[config.mk]
export PLATFORM = sky130hd
export DESIGN_NAME = tcp_newreno_send_window
export DESIGN_NICKNAME = d
export VERILOG_FILES = /design/src/sv/tnsw_pkg.sv /design/src/sv/tnsw_fifo.sv /design/src/sv/tnsw_engine.sv /design/src/sv/tcp_newreno_send_window.sv
export SDC_FILE = /design/constraint.sdc
export NUM_CORES = 2
export LEC_CHECK = 0
export ABC_CLOCK_PERIOD_IN_PS = 97700
export BUFFER_PORTS_ARGS = -buffer_cell sky130_fd_sc_hd__buf_4
export CAP_MARGIN = 20
export CORE_ASPECT_RATIO = 1.25
export CORE_MARGIN = 2
export CORE_UTILIZATION = 46
export DETAILED_ROUTE_END_ITERATION = 6
export PLACE_DENSITY = 0.64
export RECOVER_POWER = 50
export SKIP_CTS_REPAIR_TIMING = 1
export SLEW_MARGIN = 20
export SYNTH_ARGS = -nofsm -noshare
export SYNTH_HDL_FRONTEND = slang
export SYNTH_HIERARCHICAL = 1
export SYNTH_SLANG_ARGS = --single-unit
[constraint.sdc]
create_clock -name clk -period 97.7 [get_ports clk]
set_input_delay 19.54 -clock clk [delete_from_list [all_inputs] [get_ports clk]]
set_output_delay 19.54 -clock clk [all_outputs]
set_load 0.01 [all_outputs]
[src/sv/tnsw_pkg.sv]
// ----------------------------------------------------------------------------
// tnsw_pkg
// Shared types and constants of the NewReno send window controller.
// ----------------------------------------------------------------------------
package tnsw_pkg;

  localparam int SEQ_SPACE_DEFAULT  = 2048;
  localparam int MAX_WINDOW_DEFAULT = 64;

  // Depths of the request queue and the result queue.
  localparam int IN_DEPTH  = 2;
  localparam int OUT_DEPTH = 4;

  localparam int IDX_W   = 11;
  localparam int TOTAL_W = 12;
  localparam int WIN_W   = 7;
  localparam int DUP_W   = 8;
  localparam int CFG_IW  = 2;

  localparam logic [TOTAL_W-1:0] BUF_LIMIT   = 12'd2048;
  localparam logic [DUP_W-1:0]   DUP_TRIGGER = 8'd3;
  localparam logic [DUP_W-1:0]   DUP_MAX     = 8'd255;

  // Configuration register indexes.
  localparam logic [CFG_IW-1:0] REG_TOTAL          = 2'd0;
  localparam logic [CFG_IW-1:0] REG_INIT_WINDOW    = 2'd1;
  localparam logic [CFG_IW-1:0] REG_INIT_THRESHOLD = 2'd2;

  typedef struct packed {
    logic                is_ack;
    logic [IDX_W-1:0]    ack_number;
  } item_t;

  typedef struct packed {
    logic [IDX_W-1:0]    send_index;
    logic                last_of_burst;
  } result_t;

  typedef struct packed {
    logic                write;
    logic [CFG_IW-1:0]   index;
    logic [TOTAL_W-1:0]  data;
  } cfg_t;

  typedef struct packed {
    logic                clearing;
    logic [WIN_W-1:0]    window;
  } status_t;

endpackage

[src/sv/tnsw_fifo.sv]
// ----------------------------------------------------------------------------
// tnsw_fifo
// Small register queue used between the front, the engine and the result port.
// ----------------------------------------------------------------------------
module tnsw_fifo #(
  parameter int WIDTH = 12,
  parameter int DEPTH = 2
) (
  input  logic             clk,
  input  logic             rst,
  input  logic             push,
  input  logic [WIDTH-1:0] wdata,
  output logic             full,
  input  logic             pop,
  output logic [WIDTH-1:0] rdata,
  output logic             empty
);

  localparam int AW = (DEPTH > 1) ? $clog2(DEPTH) : 1;

  logic [WIDTH-1:0] mem [DEPTH];
  logic [AW-1:0]    wr_ptr;
  logic [AW-1:0]    rd_ptr;
  logic [AW:0]      count;
  logic             do_push;
  logic             do_pop;

  assign full    = (count == (AW+1)'(DEPTH));
  assign empty   = (count == '0);
  assign do_push = push && !full;
  assign do_pop  = pop && !empty;
  assign rdata   = mem[rd_ptr];

  always_ff @(posedge clk) begin
    if (rst) begin
      wr_ptr <= '0;
      rd_ptr <= '0;
      count  <= '0;
    end else begin
      if (do_push) begin
        wr_ptr <= (wr_ptr == AW'(DEPTH - 1)) ? '0 : wr_ptr + 1'b1;
      end
      if (do_pop) begin
        rd_ptr <= (rd_ptr == AW'(DEPTH - 1)) ? '0 : rd_ptr + 1'b1;
      end
      if (do_push && !do_pop) begin
        count <= count + 1'b1;
      end else if (do_pop && !do_push) begin
        count <= count - 1'b1;
      end
    end
  end

  always_ff @(posedge clk) begin
    if (do_push) begin
      mem[wr_ptr] <= wdata;
    end
  end

endmodule

[src/sv/tnsw_engine.sv]
// ----------------------------------------------------------------------------
// tnsw_engine
// Back end: holds the congestion state and the acked bitmap, applies acks
// and walks the send pointer for ticks.
// ----------------------------------------------------------------------------
module tnsw_engine #(
  parameter int SEQ_SPACE  = tnsw_pkg::SEQ_SPACE_DEFAULT,
  parameter int MAX_WINDOW = tnsw_pkg::MAX_WINDOW_DEFAULT
) (
  input  logic               clk,
  input  logic               rst,
  input  tnsw_pkg::cfg_t     cfg,
  input  logic               item_valid,
  input  tnsw_pkg::item_t    item,
  output logic               item_pop,
  output logic               res_push,
  output tnsw_pkg::result_t  res,
  input  logic               res_full,
  output tnsw_pkg::status_t  status
);

  localparam int AW = $clog2(SEQ_SPACE);
  localparam int PW = (AW > tnsw_pkg::TOTAL_W) ? AW : tnsw_pkg::TOTAL_W;
  localparam logic [7:0] MAXW = 8'(MAX_WINDOW);

  localparam logic [2:0] S_CLEAR = 3'd0;
  localparam logic [2:0] S_IDLE  = 3'd1;
  localparam logic [2:0] S_READ  = 3'd2;
  localparam logic [2:0] S_EVAL  = 3'd3;
  localparam logic [2:0] S_FLUSH = 3'd4;

  function automatic logic [AW-1:0] map_addr(input logic [tnsw_pkg::TOTAL_W-1:0] v);
    logic [PW-1:0] e;
    e = PW'(v);
    return e[AW-1:0];
  endfunction

  function automatic logic [tnsw_pkg::WIN_W-1:0] clamp_win(input logic [7:0] w);
    logic [7:0] c;
    c = (w > MAXW) ? MAXW : w;
    return c[tnsw_pkg::WIN_W-1:0];
  endfunction

  logic [2:0]                     state, state_next;
  logic [AW-1:0]                  clr_addr, clr_addr_next;
  logic [tnsw_pkg::TOTAL_W-1:0]   total, total_next;
  logic [tnsw_pkg::WIN_W-1:0]     window, window_next;
  logic [tnsw_pkg::WIN_W-1:0]     threshold, threshold_next;
  logic [tnsw_pkg::DUP_W-1:0]     dup_count, dup_count_next;
  logic                           in_recovery, in_recovery_next;
  logic [tnsw_pkg::TOTAL_W-1:0]   send_ptr, send_ptr_next;
  logic [tnsw_pkg::IDX_W-1:0]     last_ack, last_ack_next;
  logic                           last_ack_valid, last_ack_valid_next;
  logic [tnsw_pkg::WIN_W-1:0]     sent, sent_next;
  logic                           pend_valid, pend_valid_next;
  logic [tnsw_pkg::IDX_W-1:0]     pend_idx, pend_idx_next;
  logic [tnsw_pkg::IDX_W-1:0]     probe, probe_next;

  logic                           map_mem [SEQ_SPACE];
  logic                           map_rd;
  logic                           mem_we;
  logic [AW-1:0]                  mem_waddr;
  logic                           mem_re;

  logic [tnsw_pkg::TOTAL_W-1:0]   limit;
  logic                           dup;
  logic [tnsw_pkg::DUP_W-1:0]     dup_inc;
  logic [tnsw_pkg::WIN_W-1:0]     half;
  logic [tnsw_pkg::WIN_W-1:0]     new_thr;

  assign limit   = (total > tnsw_pkg::BUF_LIMIT) ? tnsw_pkg::BUF_LIMIT : total;
  assign dup     = last_ack_valid && (item.ack_number == last_ack);
  assign dup_inc = (dup_count < tnsw_pkg::DUP_MAX) ? dup_count + 1'b1 : dup_count;
  assign half    = window >> 1;
  assign new_thr = (half == '0) ? tnsw_pkg::WIN_W'(1) : half;

  assign status.clearing = (state == S_CLEAR);
  assign status.window   = window;

  always_comb begin
    state_next          = state;
    clr_addr_next       = clr_addr;
    total_next          = total;
    window_next         = window;
    threshold_next      = threshold;
    dup_count_next      = dup_count;
    in_recovery_next    = in_recovery;
    send_ptr_next       = send_ptr;
    last_ack_next       = last_ack;
    last_ack_valid_next = last_ack_valid;
    sent_next           = sent;
    pend_valid_next     = pend_valid;
    pend_idx_next       = pend_idx;
    probe_next          = probe;
    item_pop            = 1'b0;
    res_push            = 1'b0;
    res.send_index      = pend_idx;
    res.last_of_burst   = 1'b0;
    mem_we              = 1'b0;
    mem_waddr           = clr_addr;
    mem_re              = 1'b0;

    case (state)
      S_CLEAR: begin
        // One bitmap entry is cleared per cycle after reset.
        mem_we        = 1'b1;
        clr_addr_next = clr_addr + 1'b1;
        if (clr_addr == AW'(SEQ_SPACE - 1)) begin
          state_next = S_IDLE;
        end
      end
      S_IDLE: begin
        if (item_valid) begin
          item_pop = 1'b1;
          if (item.is_ack) begin
            if (dup) begin
              dup_count_next = dup_inc;
              if (dup_inc == tnsw_pkg::DUP_TRIGGER) begin
                threshold_next   = new_thr;
                window_next      = clamp_win({1'b0, new_thr});
                send_ptr_next    = {1'b0, last_ack} + 1'b1;
                in_recovery_next = 1'b1;
              end else if (dup_inc > tnsw_pkg::DUP_TRIGGER && in_recovery) begin
                window_next = clamp_win({1'b0, window} + 8'd1);
              end
            end else begin
              last_ack_next       = item.ack_number;
              last_ack_valid_next = 1'b1;
              mem_we              = 1'b1;
              mem_waddr           = map_addr({1'b0, item.ack_number});
              dup_count_next      = '0;
              if (in_recovery) begin
                window_next      = clamp_win({1'b0, threshold});
                in_recovery_next = 1'b0;
              end else if (window < threshold) begin
                window_next = clamp_win({window, 1'b0});
              end else begin
                window_next = clamp_win({1'b0, window} + 8'd1);
              end
            end
          end else begin
            sent_next       = '0;
            pend_valid_next = 1'b0;
            state_next      = S_READ;
          end
        end
      end
      S_READ: begin
        if (sent < window && send_ptr < limit) begin
          mem_re        = 1'b1;
          probe_next    = send_ptr[tnsw_pkg::IDX_W-1:0];
          send_ptr_next = send_ptr + 1'b1;
          state_next    = S_EVAL;
        end else begin
          state_next = S_FLUSH;
        end
      end
      S_EVAL: begin
        if (map_rd) begin
          state_next = S_READ;
        end else if (!(pend_valid && res_full)) begin
          // The held index is not the last one, since another follows it.
          res_push        = pend_valid;
          pend_valid_next = 1'b1;
          pend_idx_next   = probe;
          sent_next       = sent + 1'b1;
          state_next      = S_READ;
        end
      end
      S_FLUSH: begin
        if (!pend_valid) begin
          state_next = S_IDLE;
        end else if (!res_full) begin
          res_push          = 1'b1;
          res.last_of_burst = 1'b1;
          pend_valid_next   = 1'b0;
          state_next        = S_IDLE;
        end
      end
      default: begin
        state_next = S_IDLE;
      end
    endcase

    if (cfg.write) begin
      case (cfg.index)
        tnsw_pkg::REG_TOTAL: begin
          total_next = cfg.data;
        end
        tnsw_pkg::REG_INIT_WINDOW: begin
          window_next = clamp_win({1'b0, cfg.data[tnsw_pkg::WIN_W-1:0]});
        end
        tnsw_pkg::REG_INIT_THRESHOLD: begin
          threshold_next = cfg.data[tnsw_pkg::WIN_W-1:0];
        end
        default: begin
        end
      endcase
    end
  end

  always_ff @(posedge clk) begin
    if (rst) begin
      state          <= S_CLEAR;
      clr_addr       <= '0;
      total          <= '0;
      window         <= clamp_win(8'd1);
      threshold      <= tnsw_pkg::WIN_W'(32);
      dup_count      <= '0;
      in_recovery    <= 1'b0;
      send_ptr       <= '0;
      last_ack       <= '0;
      last_ack_valid <= 1'b0;
      sent           <= '0;
      pend_valid     <= 1'b0;
    end else begin
      state          <= state_next;
      clr_addr       <= clr_addr_next;
      total          <= total_next;
      window         <= window_next;
      threshold      <= threshold_next;
      dup_count      <= dup_count_next;
      in_recovery    <= in_recovery_next;
      send_ptr       <= send_ptr_next;
      last_ack       <= last_ack_next;
      last_ack_valid <= last_ack_valid_next;
      sent           <= sent_next;
      pend_valid     <= pend_valid_next;
    end
  end

  always_ff @(posedge clk) begin
    pend_idx <= pend_idx_next;
    probe    <= probe_next;
  end

  // Acked bitmap: one write port shared by the clearing pass and acks.
  always_ff @(posedge clk) begin
    if (mem_we) begin
      map_mem[mem_waddr] <= (state == S_IDLE);
    end
    if (mem_re) begin
      map_rd <= map_mem[map_addr(send_ptr)];
    end
  end

endmodule

[src/sv/tcp_newreno_send_window.sv]
// ----------------------------------------------------------------------------
// tcp_newreno_send_window
// NewReno style sender window control: acks update the window, ticks emit
// the packet indices to send.
// ----------------------------------------------------------------------------
//  Channel   Ports                                    Handshake
//  request   kind, ack_number                         push / full
//  result    send_index, last_of_burst                pop / empty
//  config    cfg_index, cfg_data                      cfg_write
//
// An ack is applied as the engine takes it from the head of the request queue.
// A tick is taken from the head, then walks the bitmap with a read of the
// acked bitmap and a check for each entry, then makes the final window and
// total check and pushes the last index.
// After reset the bitmap is cleared one entry per cycle, with full held high.
// A full result queue stalls the tick walk; the request queue keeps taking
// requests meanwhile until it fills.
// ----------------------------------------------------------------------------
module tcp_newreno_send_window #(
  parameter int SEQ_SPACE  = tnsw_pkg::SEQ_SPACE_DEFAULT,
  parameter int MAX_WINDOW = tnsw_pkg::MAX_WINDOW_DEFAULT
) (
  input  logic                          clk,
  input  logic                          rst,
  input  logic                          push,
  output logic                          full,
  input  logic                          kind,
  input  logic [tnsw_pkg::IDX_W-1:0]    ack_number,
  output logic                          empty,
  input  logic                          pop,
  output logic [tnsw_pkg::IDX_W-1:0]    send_index,
  output logic                          last_of_burst,
  input  logic                          cfg_write,
  input  logic [tnsw_pkg::CFG_IW-1:0]   cfg_index,
  input  logic [tnsw_pkg::TOTAL_W-1:0]  cfg_data
);

  tnsw_pkg::item_t   in_item;
  tnsw_pkg::item_t   head_item;
  logic              in_full;
  logic              in_empty;
  logic              item_pop;
  tnsw_pkg::cfg_t    cfg;
  tnsw_pkg::status_t status;
  tnsw_pkg::result_t res;
  tnsw_pkg::result_t out_res;
  logic              res_push;
  logic              res_full;

  // The front classifies a request by its kind before it is queued.
  assign in_item.is_ack     = kind;
  assign in_item.ack_number = ack_number;
  assign full               = in_full || status.clearing;

  assign cfg.write = cfg_write;
  assign cfg.index = cfg_index;
  assign cfg.data  = cfg_data;

  tnsw_fifo #(
    .WIDTH ($bits(tnsw_pkg::item_t)),
    .DEPTH (tnsw_pkg::IN_DEPTH)
  ) u_in_queue (
    .clk   (clk),
    .rst   (rst),
    .push  (push && !full),
    .wdata (in_item),
    .full  (in_full),
    .pop   (item_pop),
    .rdata (head_item),
    .empty (in_empty)
  );

  tnsw_engine #(
    .SEQ_SPACE  (SEQ_SPACE),
    .MAX_WINDOW (MAX_WINDOW)
  ) u_engine (
    .clk        (clk),
    .rst        (rst),
    .cfg        (cfg),
    .item_valid (!in_empty),
    .item       (head_item),
    .item_pop   (item_pop),
    .res_push   (res_push),
    .res        (res),
    .res_full   (res_full),
    .status     (status)
  );

  tnsw_fifo #(
    .WIDTH ($bits(tnsw_pkg::result_t)),
    .DEPTH (tnsw_pkg::OUT_DEPTH)
  ) u_out_queue (
    .clk   (clk),
    .rst   (rst),
    .push  (res_push),
    .wdata (res),
    .full  (res_full),
    .pop   (pop),
    .rdata (out_res),
    .empty (empty)
  );

  assign send_index    = out_res.send_index;
  assign last_of_burst = out_res.last_of_burst;

`ifndef ASSERT_OFF
  a_window_limit: assert property (@(posedge clk) disable iff (rst)
    status.window <= tnsw_pkg::WIN_W'(MAX_WINDOW))
    else $error("congestion window above its limit");

  a_clear_blocks: assert property (@(posedge clk) disable iff (rst)
    status.clearing |-> full)
    else $error("request taken during bitmap clearing");

  a_no_overflow: assert property (@(posedge clk) disable iff (rst)
    res_push |-> !res_full)
    else $error("result pushed into a full queue");

  a_pop_nonempty: assert property (@(posedge clk) disable iff (rst)
    item_pop |-> !in_empty && !status.clearing)
    else $error("engine took a request that was not there");
`endif

endmodule

==> metrics.csv <==
metric,value,unit
path_clk_slew,60,ps
critical_path.endpoint,send_index[10],
drt_first_iter_violations,8328,
ir_drop,0.0115,mV
port_buffers,44,
finClkSkew,43.5,ps
finalCritPeriodShare,22.5,%
relSlewSlack,-242,%
fin_crit,22010,ps
netlist_instances,7241,
cts_buffers,214,
met1_length,103,mm
cpLargestDelayFamily,flip-flops,
ant_nets,0,
fillers,18200,
syn_area,98600,sq um
tightest_slew,5130,ps
violations,"DRC, capacitance limit, slew limit",
wl_per_cell,29.2,um
final_nets,7067,
clock.fmax,45.4,MHz
slowest_stage,dfxtp_1,
htree_levels,4,
placed_cells,9556,
start_kind,flop,
final-setup-viol-count,0,
rr_endpoint,u_engine/map_mem[969],
syn_avg_cell_area,13.6,sq um
outcome,finished with violations,
grt_pass1_wl,416,mm
endpoint_kind,output port,
critPathBufInv,1,
drive_gt1_share,13.3,%
clock-sinks,2238,
cp.required,78160,ps
synth_top_area_share,65.2,%
holdCritStartpoint,u_engine/probe[4],
wl_met3,27.6,mm
routed-wl-met2,144,mm
r2r_start,u_engine/state[0],
critPathKind,flop to output port,
coreArea,214000,sq um
rsz0062_at_grt,false,
holdWs,419,ps
arrival,2470,ps
post_synth_num_cell_types,93,
grt_max_degree,144,
layoutNonFillerInstCount,9956,
start_util,46.2,%
ys.flop_type,edfxtp_1,
syn-num-nets,7310,
worst-r2r-cell-count,7,
synth_edf_count,2143,
dpl_cell_area,101000,sq um
globalRouteOverflowTotal,0,
max-cap-violations,48,
gp_congestion,0.866,
synth_top_area_cell,edfxtp_1,
area_growth,8.52,%
routed_wl,291,mm
hold_viol_final,0,
antenna_found_initial,10,
rows,190,
synth_seq_cells,2238,
worstSkewPairLatency,890,ps
yosys_warnings,6,
fp.dieW,418,um
clk_path_buf_depth,4,
reg2reg_slack,82280,ps
dp_hpwl,157,mm
slowest_delay,850,ps
dieArea,218000,sq um
final_area,107000,sq um
seq_area_frac_synth,67.2,%
cp_num_cells,2,
vias,62400,
track_usage,26.2,%
drc,1,
cts-root-buf,clkbuf_16,
async_reset_ff_share,0,%
crit_fanout,12,
die_h,522,um
cp_cell_sequence,mux4_2 -> buf_4,
viasPerCell,6.27,
power_density,17.5,nW/um^2
power_leakage,30.8,nW
synth.area.top_cells,"edfxtp_1, mux4_2, nor2_1",
setup_tns,0,ps
ioPinCount,45,
grt_pass1_vias,60800,
top_layer,met5,
finalMaxSlewViolations,2605,
hp-class,flop to flop,
cts_tree,built,
first_pass_iters,7,
final cells by class:
type | instances | area [sq um] | share of cell area (%)
Antenna cell | 7 | 17.5 | 0.0164
Clock buffer | 265 | 5590 | 5.22
Clock inverter | 118 | 1010 | 0.941
Inverter | 45 | 175 | 0.164
Multi-Input combinational cell | 4307 | 29100 | 27.1
Sequential cell | 2238 | 66300 | 61.9
Tap cell | 2784 | 3480 | 3.25
Timing Repair Buffer | 192 | 1470 | 1.37
worst min path at each step:
stage	endpoint	slack, ps	cells after the start
floorplan	u_engine/pend_idx[0]	400	0
global placement	u_engine/pend_idx[2]	400	0
detailed placement	u_engine/pend_idx[4]	400	0
CTS	u_engine/pend_idx[4]	420	0
global route	u_engine/pend_idx[5]	430	0
finish	u_engine/pend_idx[4]	420	0
metrics by stage:
step | total power [mW] | utilization, % | setup WS (ps)
6_report | 1.88 | 50.1 | 75690
2_1_floorplan | 1.08 | - | 62610
5_1_grt | 1.92 | 50.1 | 75500
4_1_cts | 1.89 | 50.2 | 75570
3_5_place_dp | 1.09 | 47.1 | 76410
3_3_place_gp | 1.09 | 47.1 | 76450
layer usage:
metal	vias to the layer above	track usage (%)
li1	26100	-
met1	32300	32.9
met2	3373	44.2
met3	707	4.23
met4	2	13.3
met5	-	0
registers in the layout (all words and copies together) (netlist names), 2 cells and up, named ones only:
signal and count:
u_engine/pend_idx 11, u_engine/probe 11, u_engine/window 7, u_in_queue/count 2
u_out_queue/mem 48, u_engine/sent 7, u_engine/threshold 7, u_engine/send_ptr 12
u_out_queue/wr_ptr 2, u_out_queue/rd_ptr 2, u_engine/total 12, u_in_queue/mem 24
u_out_queue/count 3, u_engine/state 3, u_engine/clr_addr 11, u_engine/map_mem 2048
u_engine/last_ack 11, u_engine/dup_count 8
worst register-to-register path, delay by kind of cell, from the launching register on:
| family | cells | cell delay, ps |
|---|---|---|
| DFF | 1 | 540 |
| buffers and inverters | 5 | 13390 |
| and+or+nand+nor | 2 | 1150 |
power by group:
part           total [mW]  internal (mW)  leakage, nW  switching (mW)
combinational      0.0305         0.0106         7.54          0.0199
clock               0.805          0.449         3.23           0.356
sequential           1.04           1.04         20.0         0.00366
total                1.88           1.50         30.8           0.380
cell usage in the layout, fill, tap and decap left out, drive strengths merged, types with 18 or more instances in the layout:
master   instances
clkinv          95
inv             47
mux2i          276
nand2          318
nor3           107
a22oi           25
a211oi          27
o221ai          68
ha              37
and3            31
o21ai           97
a31oi           30
nand4           25
or3             25
a21oi          131
nor2          2247
and2            23
buf            162
a2111oi         18
o22ai           76
nand3           58
dfxtp           95
nor4            42
mux2            19
clkbuf         295
mux4           412
edfxtp        2143
Yosys cell counts (7+ instances only):
master / count
nor2_1: 2242
buf_4: 37
o21ai_0: 93
o311ai_0: 9
nand2_1: 313
dfxtp_1: 95
and3_1: 27
a31oi_1: 30
or4_1: 7
o211ai_1: 12
nand2b_1: 15
nor2b_1: 16
xor2_1: 17
nor3b_1: 9
nand4_1: 24
o22ai_1: 76
buf_1: 52
inv_1: 40
mux2_2: 19
and2_1: 22
a2111oi_0: 18
a221oi_1: 8
clkbuf_1: 199
edfxtp_1: 2143
a211oi_1: 27
a21oi_1: 130
or3_1: 24
mux4_2: 412
buf_6: 44
mux2i_1: 274
nand3_1: 58
xnor2_1: 17
a21o_1: 10
nor4_1: 41
o221ai_1: 68
nor3_1: 101
ha_1: 37
buf_2: 317
o31ai_1: 9
a22oi_1: 25
cells by family after synthesis:
logic type / synth area share (%)
mux: 12.4
flops: 67.2
xor+xnor: 0.302
compound gates: 3.92
fa+ha+maj: 0.490
simple gates: 12.2
buf+inv: 3.53
Power figures use the tool's default switching activity.
